## config.mk

```make
export PLATFORM = sky130hd
export DESIGN_NAME = mmu_lane
export DESIGN_NICKNAME = d
export VERILOG_FILES = /design/src/matrix4x4_multiply_unit_assert.svh /design/src/mmu_pkg.sv /design/src/mmu_lane.sv
export SDC_FILE = /design/constraint.sdc
export NUM_CORES = 2
export LEC_CHECK = 0
export BUFFER_PORTS_ARGS = -buffer_cell sky130_fd_sc_hd__buf_2
export CELL_PAD_IN_SITES_DETAIL_PLACEMENT = 1
export CELL_PAD_IN_SITES_GLOBAL_PLACEMENT = 1
export CORE_ASPECT_RATIO = 1.1
export CORE_MARGIN = 2
export CORE_UTILIZATION = 53
export CTS_BUF_LIST = sky130_fd_sc_hd__clkbuf_4 sky130_fd_sc_hd__clkbuf_8 sky130_fd_sc_hd__clkbuf_16
export DETAILED_ROUTE_END_ITERATION = 10
export HOLD_SLACK_MARGIN = 0.06
export PLACE_DENSITY_LB_ADDON = 0.1
export SLEW_MARGIN = 0
export SYNTH_ARGS = -nofsm -noshare
export SYNTH_HDL_FRONTEND = slang
export SYNTH_SLANG_ARGS = --single-unit
```

## constraint.sdc

```tcl
create_clock -name clk -period 9.1 [get_ports clk]
set_input_delay 0.455 -clock clk [delete_from_list [all_inputs] [get_ports clk]]
set_output_delay 0.455 -clock clk [all_outputs]
set_load 0.05 [all_outputs]
```

## src/matrix4x4_multiply_unit_assert.svh

```systemverilog
// Assertion macros for the matrix multiply unit
`ifndef MATRIX4X4_MULTIPLY_UNIT_ASSERT_SVH
`define MATRIX4X4_MULTIPLY_UNIT_ASSERT_SVH

// Same-cycle implication, sampled on clk, off during reset
`define MMU_ASSERT_NOW(label, ante, cons, msg) \
  label: assert property (@(posedge clk) disable iff (!rst_n) (ante) |-> (cons)) \
    else $error(msg);

// Next-cycle implication, sampled on clk, off during reset
`define MMU_ASSERT_NEXT(label, ante, cons, msg) \
  label: assert property (@(posedge clk) disable iff (!rst_n) (ante) |=> (cons)) \
    else $error(msg);

`endif

```

## src/mmu_pkg.sv

```systemverilog
// Shared types and constants for the matrix multiply unit
`default_nettype none
package mmu_pkg;

  localparam int FIELD_W = 32;
  localparam int INDEX_W = 2;
  localparam int SHIFT_W = 5;
  localparam logic [SHIFT_W-1:0] FRACTION_SHIFT_RESET = 5'd16;

  typedef struct packed {
    logic wr_a_en;
    logic wr_b_en;
    logic advance;
  } lane_ctrl_t;

  typedef struct packed {
    logic               last;
    logic [INDEX_W-1:0] col;
    logic [INDEX_W-1:0] row;
  } side_t;

endpackage
`default_nettype wire

```

## src/mmu_lane.sv

```systemverilog
// One dot-product lane: column k of A, row k of B, registered read and multiply
`default_nettype none
module mmu_lane
  import mmu_pkg::*;
#(
  parameter int DIMENSION  = 4,
  parameter int DATA_WIDTH = 32
) (
  input  wire                                clk,
  input  wire  lane_ctrl_t                   ctrl,
  input  wire  [$clog2(DIMENSION)-1:0]       wr_a_addr,
  input  wire  [$clog2(DIMENSION)-1:0]       wr_b_addr,
  input  wire  [DATA_WIDTH-1:0]              wr_a_data,
  input  wire  [DATA_WIDTH-1:0]              wr_b_data,
  input  wire  [$clog2(DIMENSION)-1:0]       rd_a_addr,
  input  wire  [$clog2(DIMENSION)-1:0]       rd_b_addr,
  output logic signed [2*DATA_WIDTH-1:0]     product_r
);

  logic [DATA_WIDTH-1:0]        mem_a [DIMENSION];
  logic [DATA_WIDTH-1:0]        mem_b [DIMENSION];
  logic signed [DATA_WIDTH-1:0] rd_a_r;
  logic signed [DATA_WIDTH-1:0] rd_b_r;

  always_ff @(posedge clk) begin
    if (ctrl.wr_a_en) begin
      mem_a[wr_a_addr] <= wr_a_data;
    end
    if (ctrl.wr_b_en) begin
      mem_b[wr_b_addr] <= wr_b_data;
    end
  end

  always_ff @(posedge clk) begin
    if (ctrl.advance) begin
      rd_a_r    <= mem_a[rd_a_addr];
      rd_b_r    <= mem_b[rd_b_addr];
      product_r <= rd_a_r * rd_b_r;
    end
  end

endmodule
`default_nettype wire

```

Word-level counts from Yosys, hierarchy flattened. Memory sizes are Yosys's and may differ from the RTL's. A register that Yosys moved wholly into a read port is not among the register bits. Cells that the tools add are included.

Multipliers: 1. Muxes and demuxes: 4.

Operators with widths (count): multiplier 32 x 32 -> 64 bit (1); two-way mux 1 bit (4).

Register bits after elaboration: 64. RAM bits: 256. Input bits: 76. Output and inout port bits: 64. Logic and storage cells: 8. Memories kept: 2.

Memory list: mem_a (words 4, width 32, rd ports 1, clocked after memory_dff 1, write ports 1, line mmu_lane.sv:20) `logic [DATA_WIDTH-1:0] mem_a [DIMENSION];`; mem_b (words 4, width 32, rd ports 1, clocked after memory_dff 1, write ports 1, line mmu_lane.sv:21) `logic [DATA_WIDTH-1:0] mem_b [DIMENSION];`.

Longest topological paths before layout.
Word-level depth: 2. Mapped depth: 28. Gate-level depth less buffers: 26.

Worst setup path before layout. Ideal clock, no wire load.

Path type: reg-to-reg. Start: register rd_b_r[2] (read register of mem_b). End: register product_r[62], data pin. Library setup time: 0.271 ns. Arrival time: 7.421 ns. Data required time: 8.829 ns. Path slack: 1.408 ns. Stages on the path, launching flop included: 25. Buffers on the path: 2. Period minus slack after synthesis: 7.692 ns. Cells stage by stage: edfxtp_1 > clkbuf_1 > nand2_1 > inv_1 > fa_1 > fa_1 > fa_1 > fa_1 > inv_1 > fa_1 > inv_1 > fa_1 > inv_1 > fa_1 > inv_1 > fa_1 > ha_1 > clkbuf_1 > nand4_1 > nor2_1 > inv_1 > or2_2 > o21ai_1 > mux2i_1 > o2111ai_1.

Word-level cells in the longest chain between the ends: 1.

Ends and longest elaborated chain: start, declared (line mmu_lane.sv:23) `logic signed [DATA_WIDTH-1:0] rd_b_r;`; multiplier 32 x 32 -> 64 bit (line mmu_lane.sv:38) `product_r <= rd_a_r * rd_b_r;`; end signal, assigned (line mmu_lane.sv:38); end, declared (line mmu_lane.sv:17) `output logic signed [2*DATA_WIDTH-1:0] product_r`.

No other way between the ends. A chain may end at the register's enable or synchronous reset.

Final worst setup path.
Start: register rd_b_r[18] (read register of mem_b). End: register product_r[62], data pin.

Same word-level chain as after synthesis.

==> results.tsv <==
metric	value	unit
outcome	complete, no violations	
cell_types_with_the_largest_area_share_after_synthesis	sky130_fd_sc_hd__fa_1, sky130_fd_sc_hd__edfxtp_1, sky130_fd_sc_hd__inv_1	
die_h	324	um
tritoncts.num_buffers	45	
timing.critical_path.fanout_max	23	
port-buffer-count	139	
area_growth_syn_to_layout	9.33	%
synth-edff-count	384	
largest_stage_delay_on_the_critical_path	1070	ps
ys_async_sr_fraction	0	
die-width	295	um
worst_path_max_delay_cell	sky130_fd_sc_hd__edfxtp_1	
drv_slew	0	
grtUsageTotal	0.309	
yosys_register_bits	384	
synthDominantCellAreaShare	0.440	
initial_core_util	0.533	
setup_viol	0	
grt_setup_unrepaired	no	
gp_congestion	0.863	
cts_post_setup_buffers_inserted	0	
drt_pass1_iterations	5	
instances_no_fill	5782	
mappedNetlistNets	5685	
fin_setup_tns	0	ps
area_taken_by_multi_input_logic_gates	33300	um2
number_of_diodes	0	
arrival	9020	ps
layout_setup_ws	427	ps
yosysUniqueCellTypes	66	
tritoncts	yes	
most_area_hungry_cell_type_in_the_yosys_netlist	sky130_fd_sc_hd__fa_1	
synth-seq-area-share	0.234	
timing.critical_path.cells	nand2_1, fa_1, fa_1, inv_1, fa_1, inv_1, fa_1, inv_1, fa_1, fa_1, fa_1, inv_1, fa_1, inv_1, ha_1, a21o_1, o21bai_1, or3_1, a311oi_2, o31ai_1, a41oi_2, o21ai_1, mux2i_1, o2111ai_1	
setup.worst_path.class	reg2reg	
synth-warning-count	0	
clock_latency_reported_for_the_late_side_of_the_worst_skew_pair	620	ps
cts_htree_levels	2	
path_delay_family	adder cells	
syn_inst_count	4343	
worst_pin_slew	1110	ps
path_buf_inv	5	
cts.path.max_buffers	3	
min_path_type	in2reg	
max_cap_viol_count	0	
first_pass_grt_wire_length	217	mm
cp_capture_type	register	
final_net_count	5842	
netlist_area	49300	um2
first_iter_violations	1499	
drt_drc_violations_left	0	
nFillCells	9702	
path_common_cell	sky130_fd_sc_hd__fa_1	
layout-drive-gt1-share	0.0977	
dp_slack	527	ps
clkSlewWorstSetupHoldPaths	60	ps
setup.worst_path.start_class	register	
top_level_i_o_count	140	
dp.final_hpwl	115	mm
die_area	95400	um2
period_minus_slack	8670	ps
synthFlopType	sky130_fd_sc_hd__edfxtp_1	
drt-vias-per-instance	5.43	
slew_headroom	0.259	
floorplan.rows	117	
pin_count_of_the_biggest_net_entering_global_routing	83	
postCtsResizedCells	0	
grt.overflow.total	0	
grt_pass1_vias	37100	
vias	31400	
antenna_violating_nets_post_route	0	
synthesis.area_per_instance	11.3	um2
layout_worst_path_cycle_share	0.953	
grt_antenna_before_repair	3	
placedCellCount	5660	
clock_sink_count	384	
clockRootBuffer	sky130_fd_sc_hd__clkbuf_16	
core_area	92400	um2
routedWlPerCell	24.1	um
worstPathRequired	9450	ps
timing.final.hold_violations	0	
timing_limited_maximum_frequency	115	MHz
fin_skew	36.1	ps
area.sequential	11500	um2
postRouteWirelength	140	mm
layout make-up:
type,count,area share
clock buffers,49,0.0215
clock inverters,31,0.00641
inverters,960,0.0669
multi-input cells,2776,0.618
flip-flops and latches,384,0.214
well taps,1249,0.0290
repair buffers,333,0.0437
cell usage after synthesis, drive strengths merged (5+ instances only):
library cell and number:
nand4 10, and3 8, ha 184, nor2b 5
clkbuf 205, nand3 12, o21ai 40, a31oi 8
o31ai 5, xor2 19, and2 517, nor3 8
nand2 520, a211oi 7, xnor2 55, fa 1082
edfxtp 384, a21o 33, a21oi 71, a21boi 5
inv 960, nor2 53, o21bai 10, nand2b 10
mux4 64, buf 18
cell families (layout without fill, tap and decap cells):
group	count (synthesis)	in the layout	synth area share
xor+xnor	74	74	0.0132
compound gates	210	210	0.0278
mux	65	65	0.0295
fa+ha+maj	1266	1266	0.487
simple gates	1161	1161	0.119
buf+inv	1183	1373	0.0904
flops	384	384	0.234
sequential cells by signal (all words and copies together), names as in the netlist:
name and count:
mem_a 128, mem_b 128, product_r 64, rd_a_r 32
rd_b_r 32
cell usage in the layout, fill, tap and decap left out, types with 29 or more instances in the layout:
cell,instances
sky130_fd_sc_hd__buf_2,138
sky130_fd_sc_hd__buf_4,145
sky130_fd_sc_hd__o21ai_0,29
sky130_fd_sc_hd__edfxtp_1,384
sky130_fd_sc_hd__mux4_2,64
sky130_fd_sc_hd__dlygate4sd3_1,42
sky130_fd_sc_hd__nand2_1,520
sky130_fd_sc_hd__a21oi_1,71
sky130_fd_sc_hd__clkbuf_16,45
sky130_fd_sc_hd__and2_1,517
sky130_fd_sc_hd__nor2_1,50
sky130_fd_sc_hd__inv_1,960
sky130_fd_sc_hd__ha_1,184
sky130_fd_sc_hd__xnor2_1,55
sky130_fd_sc_hd__fa_1,1082
sky130_fd_sc_hd__a21o_1,33
metal layers:
metal  track usage  wire [um]  share of wire
met5             0          0              0
met3        0.0262       4500          0.032
met4         0.204      10900          0.078
met2         0.567      76100           0.55
met1         0.344      48200           0.34
what timing repair did:
action,4_1_cts,5_1_grt
hold buffers,42,0
endpoints found under the hold margin,163,0
endpoints found under the setup margin,0,0
stage by stage:
step | hold WS (ps) | utilization | area (um2)
after floorplan | 554 | - | 49300
after global placement | 613 | 0.562 | 51900
after detailed placement | 618 | 0.562 | 51900
after CTS | 60.2 | 0.583 | 53800
after global routing | 72.5 | 0.583 | 53800
final | 82.5 | 0.583 | 53800
final timing paths:
path | startpoint | endpoint | slack (ps) | depth (start not counted)
worst max-delay path | rd_b_r[18]$_DFFE_PP_ | product_r[62]$_DFFE_PP_ | 430 | 24
worst min-delay path | wr_a_data[29] | mem_a[1][29]$_DFFE_PP_ | 80 | 1
worst max register to register | rd_b_r[18]$_DFFE_PP_ | product_r[62]$_DFFE_PP_ | 430 | 24
worst min register to register | mem_b[3][29]$_DFFE_PP_ | rd_b_r[29]$_DFFE_PP_ | 630 | 1
Power is not shown: default switching activity piles up to over one toggle a cycle in this logic, so the estimate is an artifact.
