==> src/matrix4x4_multiply_unit_assert.svh <==
// Assertion macros for the matrix multiply unit
`ifndef MATRIX4X4_MULTIPLY_UNIT_ASSERT_SVH
`define MATRIX4X4_MULTIPLY_UNIT_ASSERT_SVH

// Same-cycle implication, sampled on clk, off during reset
`define MMU_ASSERT_NOW(label, ante, cons, msg) \
  label: assert property (@(posedge clk) disable iff (!rst_n) (ante) |-> (cons)) \
    else $error(msg);

// Next-cycle implication, sampled on clk, off during reset
`define MMU_ASSERT_NEXT(label, ante, cons, msg) \
  label: assert property (@(posedge clk) disable iff (!rst_n) (ante) |=> (cons)) \
    else $error(msg);

`endif

==> src/mmu_pkg.sv <==
// Shared types and constants for the matrix multiply unit
`default_nettype none
package mmu_pkg;

  localparam int FIELD_W = 32;
  localparam int INDEX_W = 2;
  localparam int SHIFT_W = 5;
  localparam logic [SHIFT_W-1:0] FRACTION_SHIFT_RESET = 5'd16;

  typedef struct packed {
    logic wr_a_en;
    logic wr_b_en;
    logic advance;
  } lane_ctrl_t;

  typedef struct packed {
    logic               last;
    logic [INDEX_W-1:0] col;
    logic [INDEX_W-1:0] row;
  } side_t;

endpackage
`default_nettype wire

==> src/mmu_merge.sv <==
// Merge stage: sum lane products, shift, saturate, hold the result item
`default_nettype none
module mmu_merge
  import mmu_pkg::*;
#(
  parameter int DIMENSION  = 4,
  parameter int DATA_WIDTH = 32
) (
  input  wire                                       clk,
  input  wire                                       rst_n,
  input  wire                                       advance,
  input  wire                                       in_valid,
  input  wire  side_t                               in_side,
  input  wire  [DIMENSION-1:0][2*DATA_WIDTH-1:0]    products,
  input  wire  [SHIFT_W-1:0]                        fraction_shift,
  output logic                                      out_valid_r,
  output logic [FIELD_W-1:0]                        out_data_r,
  output side_t                                     out_side_r
);

  localparam int P_W   = 2 * DATA_WIDTH;
  localparam int SUM_W = P_W + $clog2(DIMENSION) + 1;
  localparam int HALF  = (DIMENSION + 1) / 2;
  localparam logic signed [SUM_W-1:0] SAT_MAX =
    {{(SUM_W-DATA_WIDTH+1){1'b0}}, {(DATA_WIDTH-1){1'b1}}};
  localparam logic signed [SUM_W-1:0] SAT_MIN = ~SAT_MAX;

  logic signed [SUM_W-1:0]      lo_sum;
  logic signed [SUM_W-1:0]      hi_sum;
  logic signed [SUM_W-1:0]      lo_r;
  logic signed [SUM_W-1:0]      hi_r;
  logic signed [SUM_W-1:0]      total_r;
  logic signed [SUM_W-1:0]      shifted_r;
  logic signed [DATA_WIDTH-1:0] sat_val;
  logic                         v3_r;
  logic                         v4_r;
  logic                         v5_r;
  side_t                        side3_r;
  side_t                        side4_r;
  side_t                        side5_r;

  always_comb begin
    lo_sum = '0;
    hi_sum = '0;
    for (int k = 0; k < HALF; k++) begin
      lo_sum = lo_sum + SUM_W'($signed(products[k]));
    end
    for (int k = HALF; k < DIMENSION; k++) begin
      hi_sum = hi_sum + SUM_W'($signed(products[k]));
    end
  end

  always_comb begin
    priority if (shifted_r > SAT_MAX) begin
      sat_val = SAT_MAX[DATA_WIDTH-1:0];
    end else if (shifted_r < SAT_MIN) begin
      sat_val = SAT_MIN[DATA_WIDTH-1:0];
    end else begin
      sat_val = shifted_r[DATA_WIDTH-1:0];
    end
  end

  always_ff @(posedge clk) begin
    if (!rst_n) begin
      v3_r        <= 1'b0;
      v4_r        <= 1'b0;
      v5_r        <= 1'b0;
      out_valid_r <= 1'b0;
    end else if (advance) begin
      v3_r        <= in_valid;
      v4_r        <= v3_r;
      v5_r        <= v4_r;
      out_valid_r <= v5_r;
    end
  end

  always_ff @(posedge clk) begin
    if (advance) begin
      lo_r       <= lo_sum;
      hi_r       <= hi_sum;
      side3_r    <= in_side;
      total_r    <= lo_r + hi_r;
      side4_r    <= side3_r;
      shifted_r  <= total_r >>> fraction_shift;
      side5_r    <= side4_r;
      out_data_r <= FIELD_W'(sat_val);
      out_side_r <= side5_r;
    end
  end

endmodule
`default_nettype wire

==> config.mk <==
export PLATFORM = sky130hd
export DESIGN_NAME = mmu_merge
export DESIGN_NICKNAME = d
export VERILOG_FILES = /design/src/matrix4x4_multiply_unit_assert.svh /design/src/mmu_pkg.sv /design/src/mmu_merge.sv
export SDC_FILE = /design/constraint.sdc
export NUM_CORES = 1
export LEC_CHECK = 0
export ABC_AREA = 0
export CAP_MARGIN = 0
export CORE_MARGIN = 2
export CORE_UTILIZATION = 50
export DETAILED_ROUTE_END_ITERATION = 12
export DONT_BUFFER_PORTS = 1
export PLACE_DENSITY = 0.75
export SLEW_MARGIN = 25
export SYNTH_ARGS = -nofsm -noshare
export SYNTH_HDL_FRONTEND = slang
export SYNTH_SLANG_ARGS = --single-unit
==> constraint.sdc <==
create_clock -name clk -period 4.65 [get_ports clk]
set_clock_uncertainty 0.2 [all_clocks]
set_input_delay 0.93 -clock clk [delete_from_list [all_inputs] [get_ports clk]]
set_output_delay 0.93 -clock clk [all_outputs]
set_load 0.01 [all_outputs]
; ---- After elaboration in Yosys (flattened, before gate mapping)
; Index checks and enable logic that the tools add are counted.
[totals]
ff_bits = 324
[classes]
n_addsub = 3
magnitude_cmp = 2
shift = 1
n_mux = 1
[ops]
columns = op, n
row1 = $add A64 B64 Y65, 2
row2 = $add A67 B67 Y67, 1
row3 = $gt A67 B32 Y1 const B, 1
row4 = $lt A67 B32 Y1 const B, 1
row5 = $sshr A67 B5 Y67, 1
row6 = $mux W32, 1

; ---- Longest topological paths before layout
[depth]
word_depth = 2
depth_mapped = 13

; ---- Worst setup path before layout
; No wires, ideal clock.
[synth_timing]
kind = in2reg
startpoint = input products[32] in the netlist's numbering
endpoint = register lo_r[63] (data pin)
setup_ps = 258
t_arrival_ps = 3500
required_ps = 4192
setup_slack_ps = 691
cell_stages = 12
n_path_buf = 1
cell_sequence = ha_1 -> buf_6 -> a21o_1 -> a21o_1 -> a2111oi_2 -> o31ai_1 -> a221o_1 -> a31o_1 -> a211o_1 -> a31o_1 -> a211oi_2 -> xnor2_1
[synth_via]
elab_chain_cells = 1
[synth_lines]
columns = element, line_no
row1 = start: declaration, mmu_merge.sv:14  ; input wire [DIMENSION-1:0][2*DATA_WIDTH-1:0] products,
row2 = $add A64 B64 Y65, mmu_merge.sv:46  ; lo_sum = lo_sum + SUM_W'($signed(products[k]));
row3 = named net lo_sum[63], mmu_merge.sv:28  ; logic signed [SUM_W-1:0] lo_sum;
row4 = end signal: assignment, mmu_merge.sv:79  ; lo_r <= lo_sum;
row5 = end: declaration, mmu_merge.sv:30  ; logic signed [SUM_W-1:0] lo_r;
; The timed path passes the listed nets, and every way through them passes these cells.
; A chain may end at the register's enable or synchronous reset.

; ---- Worst setup path after layout
[layout_timing]
startpoint = register lo_r[6]
endpoint = register total_r[57] (data pin)
[layout_via]
elab_chain_cells = 1
[layout_lines]
columns = element, line_no
row1 = $add A67 B67 Y67, mmu_merge.sv:82  ; total_r <= lo_r + hi_r;
row2 = end signal: assignment, mmu_merge.sv:82
row3 = end: declaration, mmu_merge.sv:32  ; logic signed [SUM_W-1:0] total_r;
; No other way between the ends.

==> flow_results.org <==
** Yosys
- Mean instance size in the synthesized netlist :: 9.53 um2
- Count of cell types in the netlist :: 74
- Fraction of the mapped netlist area in compound gates :: 0.196
- Post-synthesis instance total :: 2626
- After synthesis the cells add up to 25000 um2.
- Number of flops mapped to enable cells by yosys :: 316
- Prevailing post-synth register cell :: edfxtp_1
- When the netlist entered floorplanning its net count stood at 3092.
- Largest family of logic cells by synthesized area :: compound AO/OA/AOI/OAI gates
- The Yosys step of the flow raised 0 warnings.
- Of the total synthesized cell area, the portion taken by AND, OR, NAND and NOR gates is 0.145.
- Post-synth ARST share :: 0
- Measured against the total synthesized area, the mux share comes to 0.0849.
- Of the total synthesized cell area, the portion taken by XOR and XNOR cells is 0.0637.
- After synthesis the netlist holds a flip-flop and latch count of 320.
- Arithmetic-cell share of the synthesized area counting full adders, half adders and majority gates :: 0.0989
- For this run, the register share of the synthesized area comes to 0.382.

** Route
- The count of nets left with antenna violations once routing finished came out at 0.
- Routed via count divided by cell count :: 6.19
- For this run, design rule violations remaining after detail routing come to 0.
- Total Routed Length :: 64800 um
- Before antenna repair, the detailed router went through 6 iterations.
- Via total after detailed routing :: 20.0k
- In the final routed layout, each cell accounts on average for 20.0 um.
- Violation count after the first detailed-routing iteration :: 1588

** Global route
- Met1 track demand over resource in global routing :: 0.333
- Global-route track usage on met3 :: 0.0342
- Summed over all layers, the global routing overflow is 0.
- Largest net degree at the start of global routing :: 321
- Initial antenna violation count :: 1
- Most used routing layer in global routing :: met2
- In the global route stage, overall resource usage came out at 0.242.
- Global-route track usage on met2 :: 0.398
- Vias in the first global route :: 19.5k
- The first global-routing pass estimated 102000 um of wire.

** STA
- The number of hold-slack violations in the final timing report came to 0.
- Fmax :: 0.246 GHz
- Final slew viol count :: 0
- Headroom to the max-slew limit came out at 0.389.
- The tightest hold path in the finished design has a slack of 0.221 ns.
- Transition time at the pin with the least slew margin :: 0.917 ns
- Of the available clock period, the critical path in the final layout requires 0.873.
- Setup violations remaining at the end of the flow were counted as 0.
- Across all setup checks in the final design, the least slack found is 0.589 ns.
- Setup repair after global routing missed its margin :: false
- Counting I/O delays and the setup requirement, the final critical path takes 4.06 ns.
- Final-layout setup total negative slack :: 0 ns

** Clock network
- Clock tree synthesis selected as its root buffer the cell clkbuf_16.
- Latest clock arrival within the worst-skew pair :: 0.56 ns
- TritonCTS Sinks :: 320
- H-tree levels :: 2
- The number of setup buffers added after CTS is 0.
- After clock tree synthesis, the repair step resized 0 gates.
- Max Buffers Root-to-Sink :: 3
- Clock-pin slew was measured on the worst setup and hold paths at 0.06 ns.
- TritonCTS built the clock tree.
- Hold-fix buffers at CTS :: 0
- TritonCTS created 36 clock buffers.

** Worst hold path
- Hold endpoint :: out_side_r[0]
- The worst hold path begins at side5_r[0].
- Number of instances on the worst hold path :: 0
- Class of the tightest hold or removal check :: flip-flop to flip-flop

** Placement
- Port-buffer cells :: 0
- After legalization and detailed placement, the total HPWL measured 51700 um.
- At the end of routability-driven placement, the weighted congestion stood at 0.964.
- Pre-CTS WS :: 0.104 ns
- Summing all placed instances gives a cell area of 25500 um2.

** Cells and area
- Share of final-layout standard cells stronger than drive strength 1 :: 0.0567
- Syn-to-layout area delta :: 6.42%
- Summing all non-filler instances in the final layout gives an area of 26600 um2.
- The final layout contains 3015 nets.
- Ant. Diodes :: 0
- FILL cells :: 4337
- Registers take 9570 um2.
- Summing all multi-input logic gate instances after layout gives 14700 um2.

** Critical path
- Register-to-register path setup slack :: 0.59 ns
- Capturing element type of the critical path :: flip-flop
- In this run the critical register-to-register path is captured at total_r[57].
- STA classifies the critical path startpoint as a flip-flop.
- Startpoint of the worst register-to-register path :: lo_r[6]
- In this run the worst path has a maximum fanout of 5.
- The number of cells on the worst reg-to-reg path is 10.
- Data arrival at the endpoint of the critical path :: 4.14 ns
- Required time of the worst setup path :: 4.73 ns
- The worst setup path is of the flip-flop to flip-flop kind.

** Floorplanning
- The floorplan step set the die height to 228 um.
- Pin placement for this block handled 308 I/O pins.
- Standard-cell rows :: 81
- The die covers 51900 um2.
- Measured along the x axis, the die boundary spans 228 um.
- The total area inside the core boundary comes to 49200 um2.
- Initial Util :: 0.509

** Outcome
- Run status :: finished, final reports clean

** Power
- In this run the power density over the cells is 435 nW/um2.
- Maximum resistive drop on vdd :: 0.276 mV
- The analysis attributes to cell leakage a power of 10.6 nW.

** Flow run
- Across the run, the number of max-cap violations was 0.
## area by class of cell
class,count,share of cell area
repair buffers,19,0.00535
inverters,58,0.00817
multi-input cells,2114,0.553
well taps,664,0.0312
clock inverters,20,0.00719
flip-flops and latches,320,0.359
clock buffers,43,0.0356
## synthesized netlist by cell type (5+ instances only)
master,number,share of area
nand2_1,377,0.057
edfxtp_1,316,0.38
a21oi_1,270,0.054
ha_1,193,0.096
o21ai_0,163,0.033
nor2_1,155,0.023
clkbuf_1,117,0.018
xnor2_1,114,0.040
a21o_1,105,0.031
mux2i_1,93,0.037
xor2_1,68,0.024
nand4_1,63,0.016
inv_1,56,0.0084
mux4_2,48,0.043
o21bai_1,43,0.013
a31oi_1,34,0.0085
nor2b_1,34,0.0085
nand3_1,30,0.0060
nor3_1,29,0.0058
o21a_1,26,0.0078
nand2b_1,24,0.0060
o31ai_1,24,0.0072
and3_1,23,0.0057
a211oi_1,18,0.0054
nor4_1,17,0.0042
o211ai_1,16,0.0048
and2_1,15,0.0037
buf_1,14,0.0021
mux2_2,10,0.0045
o21ai_1,8,0.0016
or3_1,7,0.0017
a21boi_0,6,0.0018
a221o_1,6,0.0024
a221oi_1,6,0.0021
a31o_2,5,0.0017
nor3b_1,5,0.0015
o41ai_1,5,0.0017
or2_2,5,0.0012
## critical path, cell delays in order, from the launching register on
cell	delay (ns)
edfxtp_1	0.37
ha_1	0.37
a2111oi_0	0.51
o21ai_0	0.29
nand4_1	0.21
a41oi_1	0.25
o21ai_1	0.43
o21ai_1	0.22
a2111oi_4	0.52
o211a_1	0.26
o221ai_1	0.16
## state kept, by name, summed over array words and instances, names as in the netlist
signal / count
out_side_r: 5
hi_r: 65
side3_r: 5
v5_r: 1
total_r: 67
out_valid_r: 1
side4_r: 5
shifted_r: 67
out_data_r: 32
lo_r: 65
v4_r: 1
side5_r: 5
v3_r: 1
## logic make-up after synthesis
family | Yosys count
muxes | 151
adders and majority gates | 196
xor gates and xnor gates | 182
buffers and inverters | 192
AOI/OAI and AO/OA | 785
and+or+nand+nor | 800
DFF | 320
## layer usage
metal / routed length, um / vias up
met4: 1570 / 2
met3: 4010 / 95
li1: - / 9661
met5: 13 / -
met1: 29100 / 9583
met2: 30200 / 698
## layout by cell type (no fill, tap or decap), types with 7 or more instances in the layout
master	Yosys	final
nor3_1	29	29
o21bai_1	43	43
nor2_1	155	155
a211oi_1	18	18
xor2_1	68	68
nand4_1	63	63
clkbuf_16	0	37
edfxtp_1	316	316
and3_1	23	23
a31oi_1	34	34
o21a_1	26	26
and2_1	15	15
xnor2_1	114	114
nor2b_1	34	34
or3_1	7	7
nand2b_1	24	24
clkinv_1	2	11
mux2_2	10	10
o31ai_1	24	24
nand3_1	30	30
a21oi_1	270	270
nand2_1	377	377
ha_1	193	193
o211ai_1	16	16
nor4_1	17	17
mux2i_1	93	93
o21ai_1	8	8
inv_1	56	56
buf_4	0	19
o21ai_0	163	163
a21o_1	105	105
mux4_2	48	48
## stage by stage
stage | total power, mW | cells | util
after floorplan | 7.70 | 2626 | -
after global placement | 8.74 | 3175 | 0.519
after detailed placement | 8.82 | 3175 | 0.519
after CTS | 11.6 | 3238 | 0.542
after global routing | 12.3 | 3238 | 0.542
final | 11.6 | 3238 | 0.542
## power by group
group	switching (mW)	internal, mW
Sequential	0.343	4.04
Combinational	2.59	1.86
Clock	1.12	1.63
## worst max path at each step
stage / startpoint / to / slack [ns] / cells after the start
4_1_cts: products[128] / hi_r[62] / 0.63 / 12
2_1_floorplan: products[32] / lo_r[63] / 0.69 / 12
3_3_place_gp: products[128] / hi_r[62] / 0.14 / 12
5_1_grt: lo_r[6] / total_r[57] / 0.29 / 10
6_report: lo_r[6] / total_r[57] / 0.59 / 10
3_5_place_dp: products[151] / hi_r[62] / 0.10 / 10
No activity file was read; power rests on OpenSTA's default activity.
